## src/rtl/core/lru_ts_pkg.sv

```systemverilog
// ----------------------------------------------------------------------------
// lru_ts_pkg
// Shared types and constants of the timestamp LRU replacement core.
// ----------------------------------------------------------------------------
package lru_ts_pkg;

  localparam int NUM_SETS_DEF  = 64;
  localparam int MAX_WAYS_DEF  = 8;
  localparam int TAG_BITS_DEF  = 20;
  localparam int TIME_BITS_DEF = 32;

  localparam int OP_W      = 2;
  localparam int SET_IDX_W = 6;
  localparam int WAY_IN_W  = 3;
  localparam int TAG_IN_W  = 20;
  localparam int VICTIM_W  = 3;
  localparam int CFG_W     = 4;

  localparam logic [CFG_W-1:0] CFG_WAYS_RESET = 4'd8;

  typedef enum logic [OP_W-1:0] {
    OP_ACCESS  = 2'd0,
    OP_QUERY   = 2'd1,
    OP_INSTALL = 2'd2
  } op_t;

  typedef enum logic [1:0] {
    ST_CLEAR,
    ST_IDLE,
    ST_WRITE,
    ST_SCAN
  } state_t;

  typedef struct packed {
    logic clear;
    logic capture;
    logic write;
    logic scan;
    logic load_out;
  } cmd_t;

  typedef struct packed {
    op_t  in_op;
    logic clear_last;
    logic scan_done;
    logic out_free;
  } sts_t;

endpackage

```

## src/rtl/core/lru_ts_ctrl.sv

```systemverilog
// ----------------------------------------------------------------------------
// lru_ts_ctrl
// Sequencer: clearing pass, item capture, row write-back and victim scan.
// ----------------------------------------------------------------------------
module lru_ts_ctrl (
  input  logic              clk,
  input  logic              rst_n,
  input  logic              in_valid,
  output logic              in_ready,
  input  lru_ts_pkg::sts_t  sts,
  output lru_ts_pkg::cmd_t  cmd
);
  import lru_ts_pkg::*;

  state_t state_r;
  state_t state_nxt;

  always_ff @(posedge clk) begin
    if (!rst_n) begin
      state_r <= ST_CLEAR;
    end else begin
      state_r <= state_nxt;
    end
  end

  always_comb begin
    state_nxt = state_r;
    unique case (state_r)
      ST_CLEAR: begin
        if (sts.clear_last) state_nxt = ST_IDLE;
      end
      ST_IDLE: begin
        if (in_valid) begin
          unique case (sts.in_op) inside
            OP_ACCESS, OP_INSTALL: state_nxt = ST_WRITE;
            OP_QUERY:              state_nxt = ST_SCAN;
            default:               state_nxt = ST_IDLE;
          endcase
        end
      end
      ST_WRITE: begin
        state_nxt = ST_IDLE;
      end
      ST_SCAN: begin
        if (sts.scan_done && sts.out_free) state_nxt = ST_IDLE;
      end
      default: state_nxt = ST_CLEAR;
    endcase
  end

  always_comb begin
    cmd      = '0;
    in_ready = 1'b0;
    unique case (state_r)
      ST_CLEAR: begin
        cmd.clear = 1'b1;
      end
      ST_IDLE: begin
        in_ready    = 1'b1;
        cmd.capture = in_valid;
      end
      ST_WRITE: begin
        cmd.write = 1'b1;
      end
      ST_SCAN: begin
        cmd.scan     = 1'b1;
        cmd.load_out = sts.scan_done && sts.out_free;
      end
      default: begin
        cmd = '0;
      end
    endcase
  end

endmodule

```

## config.mk

```make
export PLATFORM = sky130hd
export DESIGN_NAME = lru_ts_ctrl
export DESIGN_NICKNAME = d
export VERILOG_FILES = /design/src/rtl/core/lru_ts_pkg.sv /design/src/rtl/core/lru_ts_ctrl.sv
export SDC_FILE = /design/constraint.sdc
export NUM_CORES = 1
export LEC_CHECK = 0
export BUFFER_PORTS_ARGS = -buffer_cell sky130_fd_sc_hd__buf_2
export CELL_PAD_IN_SITES_DETAIL_PLACEMENT = 2
export CELL_PAD_IN_SITES_GLOBAL_PLACEMENT = 2
export CORE_AREA = 2 2 39 41
export DETAILED_ROUTE_END_ITERATION = 7
export DIE_AREA = 0 0 41 43
export PLACE_DENSITY = 0.51
export SLEW_MARGIN = 25
export SYNTH_ARGS = -nofsm -noshare
export SYNTH_HDL_FRONTEND = slang
export SYNTH_SLANG_ARGS = --single-unit
```

## constraint.sdc

```tcl
create_clock -name clk -period 1.15 [get_ports clk]
set_input_delay 0.23 -clock clk [delete_from_list [all_inputs] [get_ports clk]]
set_output_delay 0.23 -clock clk [all_outputs]
set_load 0.02 [all_outputs]
```

* Word-level counts from Yosys, hierarchy flattened *
Index checks and enable logic that the tools add are counted.

cells by class
  equal/unequal tests = 8
  mux-type cells = 10
  reduce and logical (&&, ||, !) cells = 5

operator list
  kind                number
  $mux 2              4
  $pmux 2 s4          1
  $eq 2x2->1 const B  3
  $ne 2x2->1 const B  3
  $eq 2x1->1 const B  2
  $logic_not 2->1     2
  $mux 1              4
  $pmux 2 s2          1
  $reduce_and 3->1    1
  $reduce_or 2->1     1
  $logic_and 1x1->1   1

storage, ports and cells
  bits in registers = 2
  input bits = 8
  output and inout port bits = 6

* Logic depth before layout (Yosys ltp) *
  depth in word-level cells = 5
  gate-level depth with buffers = 2
  gate-level depth less buffers = 2

* Worst setup path after synthesis *
OpenSTA, ideal clock, no wires.

  kind = reg-to-output
  start = register state_r[1]
  end = output cmd[0] (netlist bit)
  arrival = 0.934 ns
  slack = -0.014 ns
  stages on the path, launching flop included = 3
  cells stage by stage = dfxtp_1 -> and2_1 -> and3_1

RTL lines
  what                    RTL line           text
  from (decl)             lru_ts_ctrl.sv:15  state_t state_r;
  from (signal assigned)  lru_ts_ctrl.sv:22  state_r <= state_nxt;
  to (decl)               lru_ts_ctrl.sv:11  output lru_ts_pkg::cmd_t cmd

==> results.md <==
Floorplanning:
- The area of the die is 1760 um^2.
- For this design the top-level I/O count stands at 14.
- The number of core rows is 14.
- The die is 43 um tall.
- The die is a little over 40 um wide.
- The initial cell density of the core is under 10%.
- The total core area is roughly 1400 um^2.

GRT:
- Entering global routing, the biggest net connects 5 pins.
- The most utilized layer in the global route result is met2.
- Global routing used approximately 7.5% of the available tracks.
- The global-route met2 utilization is about an eighth.
- The number of antenna violations at the first check in global routing is 0.
- In the global route stage, met1 resource usage came out at approximately 7%.
- In the global route stage, met3 resource usage came out at 3.66%.
- The first global-routing pass estimated slightly below 900 um of wire.
- The via count of the first global-routing pass is 217.
- The total overflow left after global routing is 0.

Route:
- After the first detailed-routing iteration, the DRC count stood at 0.
- The total routed wirelength is about 540 um.
- Dividing the detail-routed wire length by the instance count gives just over 10 um.
- In the routed design, unresolved DRC markers number 0.
- The via count is between 150 and 200.
- The number of optimization iterations in the first detailed-route pass is 1.
- In the routed layout, each cell is associated on average with a via count of roughly 3.8.
- The remaining antenna violation count is 0.

Layout:
- The number of filler instances in the final layout is ~170.
- The repair_antennas step left the layout with diodes totalling 0.
- After the last flow step, the layout net total stands at 46.
- The flip-flop count of the largest register, all copies and words added is 2.
- The finished layout cell area is ~320 um^2.
- The largest registers in the layout are state_r (2).
- The area overhead of the layout relative to synthesis is 170%.
- state_r holds more flip-flops than any other register.
- The proportion of layout cells with a drive suffix above 1 is about four fifths.
- Once layout is complete, the cells apart from fillers number 52.

Timing:
- Setup violations remaining at the end of the flow were counted as 5.
- The number of hold-slack violations in the final timing report is 0.
- The final count of pins violating max slew is 0.
- The slew at the pin closest to its max-slew limit is about 0.21 ns.
- The worst clock skew on the final layout is between 0.001 and 0.0015 ns.
- Setup repair after global routing could not meet its margin everywhere.
- The maximum clock rate is 836 MHz.
- In the post-route analysis, the smallest setup slack over all paths is -0.0463 ns.
- The normalized max-slew margin is 85.7%.
- Final hold analysis gives a worst-case slack of between 0.2 and 0.25 ns.
- Counting I/O delays and the setup requirement, the final critical path takes 1.20 ns.
- The portion of the clock cycle consumed by the worst path in the final layout is 104%.

Clock tree:
- The cell at the root of the clock tree is sky130_fd_sc_hd__clkbuf_4.
- CTS built an H-tree with a depth of 1.
- The number of buffers on the longest clock path is 2.
- The number of buffers created by CTS is 3.
- At the later pin of the worst-skew pair, clock insertion delay measures 0.22 ns.
- The number of clock sinks seen by CTS is 2.
- TritonCTS built the clock tree.
- The clock edge transition at the registers on the reported setup and hold paths is 0.03 ns.

Synth:
- The netlist area before placement is between 100 and 150 um^2.
- Synthesis produced a netlist with a net count of 23.
- A synthesized cell averages ~8 um^2.
- The synthesized design contains 2 register bits.
- The sequential share of the synthesized area is around a third.
- During synthesis, Yosys emitted a total of 0 warnings.
- The number of different library cells used by synthesis comes to 12.
- In the synthesized netlist, the number of instances is 15.

Power:
- Net switching is 24.5% of the power.
- For this design the static power due to leakage is between 0.15 and 0.2 nW.
- After layout, the design draws a total of 0.320 mW.
- The part of the power in registers is 24.5%.
- The share of total power dissipated in the clock network is between 40% and 50%.
- The power dissipated by switching net loads is slightly below 0.08 mW.
- The internal portion of the total power is about 0.24 mW.
- The power per cell area is 988 nW/um^2.
- Of the total power, combinational logic draws 29.7%.
- The worst supply voltage drop on vdd is about 0.19 mV.

Status:
- The final reports fail on negative setup slack.
- The flow ran to the end, but the final reports show violations.

Placement:
- The HPWL reported at the end of detailed placement is between 400 and 500 um.
- Timing analysis after detailed placement gives a worst setup slack of 0.0246 ns.
- In this run the cell area measured after placement is ~220 um^2.
- During placement, the flow inserted port buffers numbering 13.
- In this run, placement finished with an instance count of 46.
- The global placer's final weighted congestion is 0.618.

Setup path:
- The delay of the slowest cell on the worst path is approximately 0.34 ns.
- Traced cell by cell, the critical path runs through and2_4, and3_4, buf_6.
- The data required time of the critical path is roughly 0.92 ns.
- The cell type group with the largest total delay on the critical path is flip-flops.
- In this run the worst path has a maximum fanout of 4.
- At the worst endpoint, the arrival time is about 0.97 ns.
- The start-to-end type of the worst setup path is reg -> out.
- The kind of end point of the critical path is an output port.
- The combined buffer and inverter count along the critical path is 1.
- The worst setup path is launched from a flip-flop.
- The largest individual stage delay along the critical path comes from the cell sky130_fd_sc_hd__dfxtp_4.

Worst hold path:
- The classification of the worst-slack hold path is in -> reg.

Run:
- Across the run, the number of max-cap violations was 0.
Yosys cell counts (all sizes together):
| cell | instances | share of area, % |
|---|---|---|
| a21boi | 1 | 6.3 |
| a311oi | 1 | 7.3 |
| a32o | 1 | 8.3 |
| and2 | 1 | 5.2 |
| and3 | 1 | 5.2 |
| and3b | 1 | 7.3 |
| dfxtp | 2 | 33 |
| inv | 2 | 6.3 |
| nand2 | 1 | 3.1 |
| nor2 | 1 | 3.1 |
| nor2b | 2 | 10 |
| nor3 | 1 | 4.2 |
layer usage:
layer	routed length (um)	vias up	part of all wire, %
met1	198	88	37
met3	59	0	11
li1	-	96	-
met2	278	12	52
met5	0	-	0
met4	0	0	0
layout by cell type (no fill, tap or decap), drive strengths merged:
cell and n:
a21boi 1, inv 2, a32o 1, buf 18
nor2b 2, nor3 1, clkbuf 3, dfxtp 2
nand2 1, and3 1, nor2 1, a311oi 1
and3b 1, and2 1
kinds of logic (layout without fill, tap and decap cells):
logic type,after synthesis,after routing,share of synthesized area (%)
flip-flops,2,2,33.3
AND/OR/NAND/NOR,8,8,38.5
AO/OA/AOI/OAI,3,3,21.9
buffers and inverters,2,23,6.25
final cells by class:
cell class | instances | area, um^2 | share of cell area, %
Sequential cell | 2 | 45.0 | 13.9
Inverter | 2 | 7.51 | 2.32
Multi-Input combinational cell | 11 | 88.8 | 27.4
Clock buffer | 3 | 22.5 | 6.95
Tap cell | 16 | 20.0 | 6.18
Timing Repair Buffer | 18 | 140 | 43.2
power by group through the flow:
stage / sequential (mW) / combinational [mW] / clock, mW
floorplan: 0.0796 / 0.0313 / 0
global placement: 0.0799 / 0.0605 / 0
detailed placement: 0.0807 / 0.0627 / 0
CTS: 0.0787 / 0.0854 / 0.156
global route: 0.0792 / 0.105 / 0.162
finish: 0.0783 / 0.0952 / 0.147
through the flow:
step                      TNS, ns  util (%)
final                      -0.131      23.4
after floorplan                 0         -
after CTS                  -0.171      21.8
after detailed placement        0      16.0
after global placement          0      16.0
after global routing       -0.371      23.4
worst paths after layout:
path / startpoint / end / slack, ns / cells past startpoint
worst max-delay path: state_r[0] / cmd[0] / -0.05 / 3
worst min-delay path: in_valid / state_r[0] / 0.23 / 2
worst max register to register: state_r[0] / state_r[1] / 0.03 / 4
worst min register to register: state_r[0] / state_r[0] / 0.66 / 2
timing repair:
| action | 4_1_cts | 5_1_grt |
|---|---|---|
| resized for setup | 16 | 5 |
| pin swaps | 1 | 0 |
| buffers inserted | 2 | 1 |
| gates cloned | 0 | 0 |
| setup endpoints to repair | 5 | 6 |
| hold buffers | 0 | 0 |
Note: power is estimated with default switching activity, not from simulation.
